**src/rtl/tac_pkg.sv**
```systemverilog
`timescale 1ns / 1ps
// ----------------------------------------------------------------------------
// tac_pkg
// Shared types and constants of the thermistor code to temperature pipeline.
// ----------------------------------------------------------------------------
package tac_pkg;

	localparam int OHM_W  = 20;
	localparam int COEF_W = 40;
	localparam int T_W    = 64;
	localparam int QB     = 17;
	localparam int ADDR_W = 6;
	localparam int APB_W  = 64;

	localparam logic [1:0] ST_OK   = 2'd0;
	localparam logic [1:0] ST_ZERO = 2'd1;
	localparam logic [1:0] ST_FULL = 2'd2;
	localparam logic [1:0] ST_SUM  = 2'd3;

	localparam logic [2:0] REG_SERIES = 3'd0;
	localparam logic [2:0] REG_REF    = 3'd1;
	localparam logic [2:0] REG_A      = 3'd2;
	localparam logic [2:0] REG_B      = 3'd3;
	localparam logic [2:0] REG_C      = 3'd4;
	localparam logic [2:0] REG_D      = 3'd5;

	localparam logic [23:0] LN2_Q24 = 24'd11629080;
	localparam logic signed [T_W-1:0] SAT_POS = 64'sh4000_0000_0000_0000;
	localparam logic signed [T_W-1:0] SAT_NEG = 64'shC000_0000_0000_0000;
	localparam logic [62:0] DIV_NUM = 63'h0006_4000_0000_0000;
	localparam logic signed [18:0] KELVIN_CENTI = 19'sd27315;
	localparam logic signed [18:0] TEMP_MAX = 19'sd32767;
	localparam logic signed [18:0] TEMP_MIN = -19'sd32768;

	typedef struct packed {
		logic [OHM_W-1:0]         series_ohms;
		logic [OHM_W-1:0]         reference_ohms;
		logic signed [COEF_W-1:0] coef_a;
		logic signed [COEF_W-1:0] coef_b;
		logic signed [COEF_W-1:0] coef_c;
		logic signed [COEF_W-1:0] coef_d;
	} cfg_t;

endpackage

```
**src/rtl/tac_regs.sv**
```systemverilog
`timescale 1ns / 1ps
// ----------------------------------------------------------------------------
// tac_regs
// Configuration register file behind the apb port.
// ----------------------------------------------------------------------------
module tac_regs import tac_pkg::*; (
	input  logic              clk,
	input  logic              arst_n,
	input  logic              psel,
	input  logic              penable,
	input  logic              pwrite,
	input  logic [ADDR_W-1:0] paddr,
	input  logic [APB_W-1:0]  pwdata,
	output logic [APB_W-1:0]  prdata,
	output cfg_t              cfg
);
	cfg_t       cfg_q;
	logic [2:0] idx;
	logic       wr;

	assign idx = paddr[5:3];
	assign wr  = psel & penable & pwrite;

	always_ff @(posedge clk or negedge arst_n) begin
		if (!arst_n) begin
			cfg_q.series_ohms    <= 20'd4700;
			cfg_q.reference_ohms <= 20'd4700;
			cfg_q.coef_a         <= 40'sd59004473468;
			cfg_q.coef_b         <= 40'sd4520057117;
			cfg_q.coef_c         <= 40'sd46202552;
			cfg_q.coef_d         <= 40'sd1187962;
		end else if (wr) begin
			case (idx)
				REG_SERIES: cfg_q.series_ohms    <= pwdata[OHM_W-1:0];
				REG_REF:    cfg_q.reference_ohms <= pwdata[OHM_W-1:0];
				REG_A:      cfg_q.coef_a         <= pwdata[COEF_W-1:0];
				REG_B:      cfg_q.coef_b         <= pwdata[COEF_W-1:0];
				REG_C:      cfg_q.coef_c         <= pwdata[COEF_W-1:0];
				REG_D:      cfg_q.coef_d         <= pwdata[COEF_W-1:0];
				default: ;
			endcase
		end
	end

	always_comb begin
		case (idx)
			REG_SERIES: prdata = APB_W'(cfg_q.series_ohms);
			REG_REF:    prdata = APB_W'(cfg_q.reference_ohms);
			REG_A:      prdata = APB_W'(unsigned'(cfg_q.coef_a));
			REG_B:      prdata = APB_W'(unsigned'(cfg_q.coef_b));
			REG_C:      prdata = APB_W'(unsigned'(cfg_q.coef_c));
			REG_D:      prdata = APB_W'(unsigned'(cfg_q.coef_d));
			default:    prdata = '0;
		endcase
	end

	assign cfg = cfg_q;

endmodule

```
**config.mk**
```make
export PLATFORM = sky130hd
export DESIGN_NAME = tac_regs
export DESIGN_NICKNAME = d
export VERILOG_FILES = /design/src/rtl/tac_pkg.sv /design/src/rtl/tac_regs.sv
export SDC_FILE = /design/constraint.sdc
export NUM_CORES = 1
export LEC_CHECK = 0
export BUFFER_PORTS_ARGS = -buffer_cell sky130_fd_sc_hd__buf_4
export CORE_UTILIZATION = 36
export DETAILED_ROUTE_END_ITERATION = 8
export GPL_TIMING_DRIVEN = 0
export HOLD_SLACK_MARGIN = 0.12
export PLACE_DENSITY_LB_ADDON = 0.15
export SLEW_MARGIN = 40
export SYNTH_ARGS = -nofsm -noshare
export SYNTH_HDL_FRONTEND = slang
export SYNTH_SLANG_ARGS = --single-unit
```
**constraint.sdc**
```tcl
create_clock -name clk -period 2.4 [get_ports clk]
set_input_delay 0.72 -clock clk [delete_from_list [all_inputs] [get_ports clk]]
set_output_delay 0.72 -clock clk [all_outputs]
set_load 0.005 [all_outputs]
```
==> flow_summary.yaml <==
status:
  result_of_the_run: "complete, but fails checks"
  violations_in_the_final_reports: "setup timing"
power_and_ir_drop:
  share_comb_of_total_power_pct: 27.8
  power.share.switching_pct: 29.2
  power.ir.vdd_worst_v: 0.000379
  powerDensity_nw_per_um2: 780
  part_of_the_power_in_registers_pct: 45.1
  p_int_mw: 7.57
  pwr-share-clk_pct: 27.1
  power_leakage_nw: 6.45
  p_switching_mw: 3.12
route:
  dr.first_iter.drc_count: 332
  drt-vias-per-instance: 5.03
  wl_per_cell_um: 22.1
  via_count: 6767
  drt_pass1_iterations: 4
  remaining_drc_errors: 0
  totalWireLength_mm: 29.7
  drt.antenna.violating_nets: 0
final_layout:
  design.final.nets: 1076
  antenna_cells_inserted: 0
  final_area_um2: 13700
  largest_register_ffs: 200
  post-route-util_pct: 54.0
  layout-drive-gt1-share_pct: 71.3
  area_delta_synth_final_pct: 45.8
global_route:
  number_of_antenna_violations_at_the_first_check_in_global_routing: 0
  grt_start_max_net_pins: 72
  grt_remaining_overflow: 0
  global_route_wire_length_before_repair_mm: 43.5
  vias_in_the_first_global_route: 6908
  gr-usage-all-layers_pct: 22.0
clock_tree:
  max-clock-path-buffers: 2
  clock_sinks: 200
  htree_levels: 4
  tritoncts: "done"
  clk_root_buffer_cell: "sky130_fd_sc_hd__clkbuf_16"
  cts_made_buffers: 17
  clk_pin_slew_ns: 0.08
  insertion_delay_ns: 0.43
  cts_hold_buf: 0
sta:
  final.period_utilization_pct: 103
  finClkSkew_ns: 0
  setup_repair_after_global_routing_missed_its_margin: "true"
  finalMaxSlewViolations: 0
  timing.final.setup_violations: 15
  timing.final.crit_period_ns: 2.47
  fmax_mhz: 404
  tns_ns: -0.370
  hold_violation_total_from_the_final_report: 0
  slew_headroom_pct: 65.3
  fin_ws_ns: -0.0728
  tightest_slew_ns: 0.521
die:
  starting_density_of_the_core_pct: 37.0
  die_area_um2: 26800
  die_w_um: 164
  io_pins: 339
  fp.coreArea_um2: 25400
  std_cell_rows: 58
  chipHeight_um: 164
place:
  dpl-instance-area_um2: 12100
  io_buffer_count: 284
  hpwlAfterDp_mm: 19.9
  routability_cong: 0.811
synth:
  syn-cell-area_um2: 9400
  synthesis.area_per_instance_um2: 14.4
  synth.distinct_cells: 29
  synthesis.yosys.warnings: 0
  seq_total_area_yosys_pct: 54.2
  synthCells: 653
  synth-seq-cells: 200
setup_path:
  critical_path.max_fanout: 7
  worst-r2r-cell-count: 1
  crit_path_start_kind: "input port"
  setup.worst_path.class: "in -> out"
  rr_startpoint: "cfg[16]"
  endpoint_kind: "output port"
  worst-endpoint-required_ns: 1.68
  timing.critical_path.arrival_ns: 1.75
  crit_slowest_cell: "sky130_fd_sc_hd__a221o_1"
  r2r_slack_ns: 1.57
  critical_path.max_stage_delay_ns: 0.30
  regToRegEndpoint: "cfg[16]"
  crit_path_frequent_cell: "sky130_fd_sc_hd__buf_16"
  timing.critical_path.cells: "buf_16, buf_16, mux2i_2, o21ai_1, a221o_1, buf_4"
min_path:
  hp-class: "in -> async"
job:
  drv.max_cap_violation_count: 0
-- layout by cell type, fill, tap and decap left out, drive strengths merged, types with 3 or more instances in the layout --
master,synthesis,routed
conb,1,24
mux2,216,216
a31oi,3,3
o21ai,6,6
dfrtp,130,130
inv,1,7
a221o,6,6
nor2,12,12
dfstp,70,70
a221oi,4,4
buf,61,366
o221ai,10,10
nand2,16,16
mux2i,75,75
nand3,6,6
clkinv,0,7
o22ai,20,20
clkbuf,8,27
-- logic make-up after synthesis --
| logic type | share of synthesized area (%) |
|---|---|
| multiplexers | 33.9 |
| buffers and inverters | 5.58 |
| AND/OR/NAND/NOR | 2.50 |
| AO/OA/AOI/OAI | 3.87 |
| flip-flops | 54.2 |
| other | 0.0399 |
-- area by class of cell --
type / count / area (um2)
Buffer: 69 / 811
Sequential cell: 200 / 5090
Fill cell: 2198 / 11700
Multi-Input combinational cell: 406 / 4230
Timing Repair Buffer: 306 / 2570
Tap cell: 330 / 413
Clock inverter: 14 / 160
Inverter: 1 / 3.75
Clock buffer: 18 / 429
-- synthesized netlist by cell type --
cell / n / share of area [%]
sky130_fd_sc_hd__a221o_1: 6 / 0.64
sky130_fd_sc_hd__nand2b_4: 1 / 0.15
sky130_fd_sc_hd__nor2b_1: 1 / 0.067
sky130_fd_sc_hd__nand3_1: 6 / 0.32
sky130_fd_sc_hd__nand4_2: 1 / 0.13
sky130_fd_sc_hd__o21ai_0: 6 / 0.32
sky130_fd_sc_hd__mux2_1: 26 / 3.1
sky130_fd_sc_hd__inv_1: 1 / 0.040
sky130_fd_sc_hd__dfrtp_1: 130 / 35
sky130_fd_sc_hd__clkbuf_1: 8 / 0.32
sky130_fd_sc_hd__nor2_4: 3 / 0.36
sky130_fd_sc_hd__nand4b_4: 1 / 0.25
sky130_fd_sc_hd__o21a_1: 1 / 0.080
sky130_fd_sc_hd__nor2_1: 9 / 0.36
sky130_fd_sc_hd__nand2_1: 16 / 0.64
sky130_fd_sc_hd__mux2_2: 190 / 23
sky130_fd_sc_hd__o221ai_1: 10 / 0.93
sky130_fd_sc_hd__nand2b_1: 1 / 0.067
sky130_fd_sc_hd__a221oi_1: 4 / 0.37
sky130_fd_sc_hd__o22ai_1: 20 / 1.3
sky130_fd_sc_hd__nor3_2: 1 / 0.11
sky130_fd_sc_hd__a31oi_1: 3 / 0.20
sky130_fd_sc_hd__dfstp_2: 70 / 20
sky130_fd_sc_hd__buf_6: 14 / 1.7
sky130_fd_sc_hd__nor3_1: 1 / 0.053
sky130_fd_sc_hd__mux2i_1: 75 / 8.0
sky130_fd_sc_hd__buf_4: 39 / 3.1
sky130_fd_sc_hd__buf_2: 8 / 0.43
sky130_fd_sc_hd__conb_1: 1 / 0.040
-- power by group through the flow --
stage	logic, mW	registers [mW]	clock network, mW
after global routing	3.20	4.92	3.11
after global placement	2.66	4.82	0
after floorplan	1.05	4.74	0
after detailed placement	2.70	4.83	0
after CTS	2.89	4.79	2.99
final	2.97	4.82	2.90
-- repair_timing --
action	CTS	global route
cloned	6	5
pin swaps	3	10
setup buffers	8	1
gates resized for setup	108	46
endpoints found under the setup margin	40	36
-- worst max-delay path: cells and delay by family --
family | cells | cell delay (ns)
compound gates | 2 | 0.39
buf+inv | 3 | 0.42
mux | 1 | 0.22
-- worst max-delay path by stage --
stage | to | cells past startpoint | start
4_1_cts | prdata[27] | 6 | paddr[3]
6_report | prdata[2] | 6 | paddr[3]
3_5_place_dp | prdata[16] | 6 | paddr[4]
3_3_place_gp | cfg[77] | 1 | arst_n
5_1_grt | prdata[8] | 6 | paddr[4]
2_1_floorplan | prdata[8] | 5 | paddr[4]
-- stage by stage --
stage               hold slack, ns  power, mW  worst slack (ns)  cells
CTS                          0.228       10.7           -0.0599   1338
finish                       0.237       10.7           -0.0728   1344
global placement             0.499       7.47            -0.851   1290
global route                 0.246       11.2           -0.0967   1344
detailed placement           0.507       7.53            -0.647   1292
floorplan                    0.424       5.79            0.0187    676
-- metal layers --
layer	wire length (um)	vias to the layer above	global-route usage, %
li1	-	3049	-
met1	13000	3447	29.3
met2	14300	245	35.6
met3	2040	26	5.64
met4	351	0	5.85
met5	0	-	0
No activity file was read; power rests on OpenSTA's default activity.
