==> src/rtl/tac_pkg.sv <==
`timescale 1ns / 1ps
// ----------------------------------------------------------------------------
// tac_pkg
// Shared types and constants of the thermistor code to temperature pipeline.
// ----------------------------------------------------------------------------
package tac_pkg;

	localparam int OHM_W  = 20;
	localparam int COEF_W = 40;
	localparam int T_W    = 64;
	localparam int QB     = 17;
	localparam int ADDR_W = 6;
	localparam int APB_W  = 64;

	localparam logic [1:0] ST_OK   = 2'd0;
	localparam logic [1:0] ST_ZERO = 2'd1;
	localparam logic [1:0] ST_FULL = 2'd2;
	localparam logic [1:0] ST_SUM  = 2'd3;

	localparam logic [2:0] REG_SERIES = 3'd0;
	localparam logic [2:0] REG_REF    = 3'd1;
	localparam logic [2:0] REG_A      = 3'd2;
	localparam logic [2:0] REG_B      = 3'd3;
	localparam logic [2:0] REG_C      = 3'd4;
	localparam logic [2:0] REG_D      = 3'd5;

	localparam logic [23:0] LN2_Q24 = 24'd11629080;
	localparam logic signed [T_W-1:0] SAT_POS = 64'sh4000_0000_0000_0000;
	localparam logic signed [T_W-1:0] SAT_NEG = 64'shC000_0000_0000_0000;
	localparam logic [62:0] DIV_NUM = 63'h0006_4000_0000_0000;
	localparam logic signed [18:0] KELVIN_CENTI = 19'sd27315;
	localparam logic signed [18:0] TEMP_MAX = 19'sd32767;
	localparam logic signed [18:0] TEMP_MIN = -19'sd32768;

	typedef struct packed {
		logic [OHM_W-1:0]         series_ohms;
		logic [OHM_W-1:0]         reference_ohms;
		logic signed [COEF_W-1:0] coef_a;
		logic signed [COEF_W-1:0] coef_b;
		logic signed [COEF_W-1:0] coef_c;
		logic signed [COEF_W-1:0] coef_d;
	} cfg_t;

endpackage

==> src/rtl/tac_mac.sv <==
`timescale 1ns / 1ps
// ----------------------------------------------------------------------------
// tac_mac
// One horner step: t_o = clamp(coef + floor(t_i * u / 2^F)), five stages.
// ----------------------------------------------------------------------------
module tac_mac import tac_pkg::*; #(
	parameter int UW = 26,
	parameter int F = 20
) (
	input  logic                     clk,
	input  logic                     arst_n,
	input  logic                     vld_i,
	input  logic [1:0]               st_i,
	input  logic signed [UW-1:0]     u_i,
	input  logic signed [T_W-1:0]    t_i,
	input  logic signed [COEF_W-1:0] coef,
	output logic                     vld_o,
	output logic [1:0]               st_o,
	output logic signed [UW-1:0]     u_o,
	output logic signed [T_W-1:0]    t_o
);
	localparam int PW  = 63 + UW;
	localparam int RW2 = PW - F;
	localparam logic [RW2:0] R_SAT = (RW2 + 1)'(64'h4000_0000_0000_0000);
	localparam logic signed [64:0] LIM_P = 65'sh0_4000_0000_0000_0000;
	localparam logic signed [64:0] LIM_N = 65'sh1_C000_0000_0000_0000;

	logic [4:0]          vld_q;
	logic [1:0]          st_s1, st_s2, st_s3, st_s4, st_s5;
	logic signed [UW-1:0] u_s1, u_s2, u_s3, u_s4, u_s5;
	logic                neg_s1, neg_s2, neg_s3, neg_s4;
	logic [62:0]         mt_s1;
	logic [UW-1:0]       mu_s1;
	logic [31+UW:0]      lo_s2;
	logic [30+UW:0]      hi_s2;
	logic [PW-1:0]       p;
	logic [RW2-1:0]      r_s3;
	logic                rest_s3;
	logic [RW2:0]        r2;
	logic [62:0]         mag_s4;
	logic signed [64:0]  c65, m65, sv;
	logic signed [T_W-1:0] t_s5;
	logic signed [T_W-1:0] tneg;
	logic signed [UW-1:0]  uneg;

	assign tneg = -t_i;
	assign uneg = -u_i;

	always_ff @(posedge clk or negedge arst_n) begin
		if (!arst_n)
			vld_q <= '0;
		else
			vld_q <= {vld_q[3:0], vld_i};
	end

	always_ff @(posedge clk) begin
		st_s1  <= st_i;
		u_s1   <= u_i;
		neg_s1 <= t_i[T_W-1] ^ u_i[UW-1];
		mt_s1  <= t_i[T_W-1] ? tneg[62:0] : t_i[62:0];
		mu_s1  <= u_i[UW-1] ? unsigned'(uneg) : unsigned'(u_i);

		st_s2  <= st_s1;
		u_s2   <= u_s1;
		neg_s2 <= neg_s1;
		lo_s2  <= (32 + UW)'(mt_s1[31:0]) * (32 + UW)'(mu_s1);
		hi_s2  <= (31 + UW)'(mt_s1[62:32]) * (31 + UW)'(mu_s1);

		st_s3   <= st_s2;
		u_s3    <= u_s2;
		neg_s3  <= neg_s2;
		r_s3    <= p[PW-1:F];
		rest_s3 <= |p[F-1:0];

		st_s4  <= st_s3;
		u_s4   <= u_s3;
		neg_s4 <= neg_s3;
		mag_s4 <= (r2 > R_SAT) ? 63'h4000_0000_0000_0000 : r2[62:0];

		st_s5 <= st_s4;
		u_s5  <= u_s4;
		t_s5  <= (sv > LIM_P) ? SAT_POS : ((sv < LIM_N) ? SAT_NEG : sv[T_W-1:0]);
	end

	assign p  = {hi_s2, 32'd0} + PW'(lo_s2);
	// rounding toward minus infinity for a negative product
	assign r2 = {1'b0, r_s3} + (RW2 + 1)'(neg_s3 & rest_s3);

	assign c65 = {{(65 - COEF_W){coef[COEF_W-1]}}, coef};
	assign m65 = $signed({2'b00, mag_s4});
	assign sv  = neg_s4 ? (c65 - m65) : (c65 + m65);

	assign vld_o = vld_q[4];
	assign st_o  = st_s5;
	assign u_o   = u_s5;
	assign t_o   = t_s5;

endmodule

==> config.mk <==
export PLATFORM = sky130hd
export DESIGN_NAME = tac_mac
export DESIGN_NICKNAME = d
export VERILOG_FILES = /design/src/rtl/tac_pkg.sv /design/src/rtl/tac_mac.sv
export SDC_FILE = /design/constraint.sdc
export NUM_CORES = 2
export LEC_CHECK = 0
export BUFFER_PORTS_ARGS = -buffer_cell sky130_fd_sc_hd__clkbuf_2
export CORE_UTILIZATION = 66
export DETAILED_ROUTE_END_ITERATION = 16
export PLACE_DENSITY = 0.95
export SYNTH_ARGS = -nofsm -noshare
export SYNTH_HDL_FRONTEND = slang
export SYNTH_SLANG_ARGS = --single-unit
==> constraint.sdc <==
create_clock -name clk -period 8.2 [get_ports clk]
set_input_delay 0.41 -clock clk [delete_from_list [all_inputs] [get_ports clk]]
set_output_delay 0.41 -clock clk [all_outputs]
set_load 0.005 [all_outputs]
==> flow_metrics.py <==
metrics = {
    "routing": {
        "drcViolationCount": 0,
        "drt_pre_antenna_iters": 6,
        "dr_total_vias": 60517,
        "final_routed_wirelength_um": 218000,
        "routed_via_density": 6.05,
        "detail-route-antenna-nets": 0,
        "avgRoutedWirePerCell_um": 21.8,
        "drtIter0Drc": 5921,
    },
    "worst_setup_path": {
        "worstReg2RegStart": "mu_s1[25]",
        "worst-endpoint-arrival_ps": 8680,
        "crit-reg2reg-capture": "lo_s2[50]",
        "critical_path.startpoint_type": "flip-flop",
        "setup.reg_to_reg.worst_slack_ps": 130,
        "cp-end-kind": "flip-flop",
        "worst_ep_required_time_ps": 8810,
        "reg2regPathDepth": 25,
        "critPathKind": "flip-flop to flip-flop",
        "crit_fanout": 26,
    },
    "global_route": {
        "grt_use_total_pct": 38.6,
        "antenna_violations_before_repair": 12,
        "first_global_vias": 65946,
        "gr-total-overflow": 0,
        "pin_count_of_the_biggest_net_entering_global_routing": 65,
        "first_pass_grt_wire_length_um": 347000,
    },
    "floorplan": {
        "die_height_um": 339,
        "floorplan.die.width_um": 339,
        "io_pins": 228,
        "starting_density_of_the_core_pct": 66.5,
        "core_area_um2": 112000,
        "die_area_um2": 115000,
        "std_cell_rows": 123,
    },
    "logic_synthesis": {
        "synth.yosys.seq_area_share_pct": 14.7,
        "synth_enable_flop_cells": 0,
        "netlist_instances": 8260,
        "synthesis.area_per_instance_um2": 9.06,
        "asyncSetResetFlopFracSynth_pct": 0.911,
        "yosys_register_bits": 549,
        "yosysWarningCount": 0,
        "synth_cell_type_count": 84,
        "mappedNetlistArea_um2": 74800,
        "synth-main-ff-cell": "sky130_fd_sc_hd__dfxtp_1",
        "postSynthNetCount": 10297,
    },
    "cts": {
        "clk_pin_slew_worst_paths_ps": 70,
        "clock_tree.buffer_depth": 3,
        "count_of_buffers_added_by_post_cts_timing_repair_for_setup": 0,
        "clock-sinks": 549,
        "clockRootBuffer": "sky130_fd_sc_hd__clkbuf_16",
        "clock_tree_from_tritoncts": "yes",
        "clock_latency_ps": 740,
        "tritoncts.num_buffers": 58,
        "htree_levels": 2,
    },
    "layout": {
        "final_layout_size_suffix_gt1_share_pct": 7.31,
        "layout-area-overhead-vs-synth_pct": 8.40,
        "register_area_um2": 11100,
        "layout.nets": 10477,
        "layout_fillers": 7204,
        "most-common-layout-cells": "sky130_fd_sc_hd__inv_1 (1543), sky130_fd_sc_hd__fa_1 (1414), sky130_fd_sc_hd__nand2_1 (985), sky130_fd_sc_hd__and2_1 (902), sky130_fd_sc_hd__dfxtp_1 (512)",
        "finalNonFillerCells": 9999,
        "multi_input_area_um2": 56600,
        "layout.cells.most_common": "sky130_fd_sc_hd__inv_1",
    },
    "sta": {
        "final_min_period_over_clock_period_pct": 98.4,
        "finalClockSkew_ps": 74.5,
        "maxSlewViolCount": 0,
        "max_slew.worst_pin.slew_ps": 1150,
        "post-route-min-period_ps": 8070,
        "timing.final.setup_violations": 0,
        "setup_total_neg_slack_ps": 0,
        "final.hold.worst_slack_ps": 8.67,
        "relSlewSlack_pct": 22.7,
        "final-hold-violation-count": 0,
        "max_clock_freq_mhz": 124,
        "grt_setup_unrepaired": "false",
    },
    "flow_run": {
        "cap_viol_max_count": 0,
    },
    "place": {
        "dp.cells": 9800,
        "post-dp-hpwl_um": 167000,
        "routabilityCongestion": 0.994,
        "count_of_buffers_inserted_at_the_top_level_ports": 227,
    },
    "worst_hold_path": {
        "min_path_type": "primary input to flip-flop",
        "hold_path_startpoint": "t_i[52]",
        "min_delay_path_depth": 2,
        "min_to": "mt_s1[52]",
    },
    "outcome": {
        "outcome": "completed",
    },
}
==> cell families after synthesis <==
family | Yosys count | share of synthesized area (%)
compound gates | 742 | 6.33
xor+xnor | 414 | 4.85
fa+ha+maj | 1902 | 46.0
buf+inv | 1927 | 9.68
flops | 549 | 14.7
mux | 14 | 0.199
simple gates | 2712 | 18.2
==> through the flow <==
step / instance area [µm²] / utilization (%) / setup WS, ps
floorplan: 74800 / - / 910
global placement: 78100 / 69.5 / 418
detailed placement: 78100 / 69.5 / 177
CTS: 81100 / 72.1 / 47.9
global route: 81100 / 72.1 / 3.34
finish: 81100 / 72.1 / 131
==> worst max-delay path, cell delays in order (launching register included) <==
cell                       delay (ps)
sky130_fd_sc_hd__dfxtp_2          900
sky130_fd_sc_hd__buf_4            380
sky130_fd_sc_hd__and2_1           180
sky130_fd_sc_hd__fa_1             420
sky130_fd_sc_hd__inv_1             90
sky130_fd_sc_hd__fa_1             440
sky130_fd_sc_hd__fa_1             540
sky130_fd_sc_hd__fa_1             550
sky130_fd_sc_hd__inv_1             70
sky130_fd_sc_hd__fa_1             510
sky130_fd_sc_hd__fa_1             570
sky130_fd_sc_hd__inv_1             70
sky130_fd_sc_hd__fa_1             420
sky130_fd_sc_hd__inv_1            160
sky130_fd_sc_hd__ha_1             340
sky130_fd_sc_hd__a21oi_1          220
sky130_fd_sc_hd__o21bai_1         150
sky130_fd_sc_hd__a21o_1           200
sky130_fd_sc_hd__a21o_1           170
sky130_fd_sc_hd__a21o_1           160
sky130_fd_sc_hd__a21o_1           170
sky130_fd_sc_hd__a21oi_1          290
sky130_fd_sc_hd__a21oi_1          190
sky130_fd_sc_hd__nor2_1           120
sky130_fd_sc_hd__a21boi_0         380
sky130_fd_sc_hd__buf_4            240
==> synthesized netlist by cell type (8+ instances only) <==
cell	count	area [µm²]
sky130_fd_sc_hd__inv_1	1543	5790
sky130_fd_sc_hd__fa_1	1414	28300
sky130_fd_sc_hd__nand2_1	985	3700
sky130_fd_sc_hd__and2_1	902	5640
sky130_fd_sc_hd__dfxtp_1	544	10900
sky130_fd_sc_hd__ha_1	488	6110
sky130_fd_sc_hd__clkbuf_1	374	1400
sky130_fd_sc_hd__nor2_1	328	1230
sky130_fd_sc_hd__xnor2_1	301	2640
sky130_fd_sc_hd__a21oi_1	243	1220
sky130_fd_sc_hd__o21ai_0	142	711
sky130_fd_sc_hd__xor2_1	113	990
sky130_fd_sc_hd__nand3_1	108	541
sky130_fd_sc_hd__a21o_1	95	713
sky130_fd_sc_hd__nor3_1	78	390
sky130_fd_sc_hd__and3_1	48	300
sky130_fd_sc_hd__nand2b_1	45	282
sky130_fd_sc_hd__nand4_1	43	269
sky130_fd_sc_hd__nor2b_1	33	206
sky130_fd_sc_hd__o31ai_1	32	240
sky130_fd_sc_hd__a31oi_1	30	188
sky130_fd_sc_hd__or3_1	30	188
sky130_fd_sc_hd__o21a_1	29	218
sky130_fd_sc_hd__nor4_1	27	169
sky130_fd_sc_hd__and4_1	19	166
sky130_fd_sc_hd__o211ai_1	18	135
sky130_fd_sc_hd__o41ai_1	16	140
sky130_fd_sc_hd__or4_1	16	120
sky130_fd_sc_hd__a211oi_1	15	113
sky130_fd_sc_hd__o21bai_1	15	113
sky130_fd_sc_hd__or2_2	14	87.6
sky130_fd_sc_hd__a21boi_0	12	90.1
sky130_fd_sc_hd__a2111oi_0	11	96.3
sky130_fd_sc_hd__a41oi_1	9	78.8
sky130_fd_sc_hd__a31o_2	8	70.1
sky130_fd_sc_hd__o31a_1	8	70.1
==> state kept, by name, indices dropped and copies added (netlist names), 25 cells and up <==
signal	cells
hi_s2	57
lo_s2	58
mag_s4	63
mt_s1	63
mu_s1	25
r_s3	69
t_o	64
u_o	26
u_s1	26
u_s2	26
u_s3	26
u_s4	26
==> cell type report <==
class | count | area share [%]
well taps | 1500 | 2.31
flip-flops and latches | 549 | 13.6
repair buffers | 504 | 4.48
inverters | 1543 | 7.14
clock inverters | 43 | 0.691
clock buffers | 67 | 1.93
diodes | 9 | 0.0278
multi-input cells | 5784 | 69.8
==> what timing repair did <==
item                                    4_1_cts  5_1_grt
gates resized for setup                       0       17
hold buffers                                 80        0
endpoints found under the setup margin        0       15
endpoints found under the hold margin        97        0
==> worst max-delay path by stage <==
stage,start,end,slack [ps],cells past startpoint
5_1_grt,mt_s1[6],lo_s2[53],3,27
2_1_floorplan,mu_s1[7],lo_s2[55],910,27
6_report,mu_s1[25],lo_s2[50],130,25
3_3_place_gp,mu_s1[19],lo_s2[50],420,23
4_1_cts,mu_s1[11],hi_s2[55],50,23
3_5_place_dp,mu_s1[11],hi_s2[55],180,23
==> metal layers <==
metal | vias up | GRT usage (%) | part of all wire [%]
li1 | 25492 | - | -
met1 | 29225 | 45.5 | 34
met2 | 4464 | 61.2 | 45
met3 | 1322 | 12.9 | 13
met4 | 14 | 23.6 | 7.3
met5 | - | 0 | 0.038
Power is not shown: default switching activity piles up to over one toggle a cycle in this logic, so the estimate is an artifact.
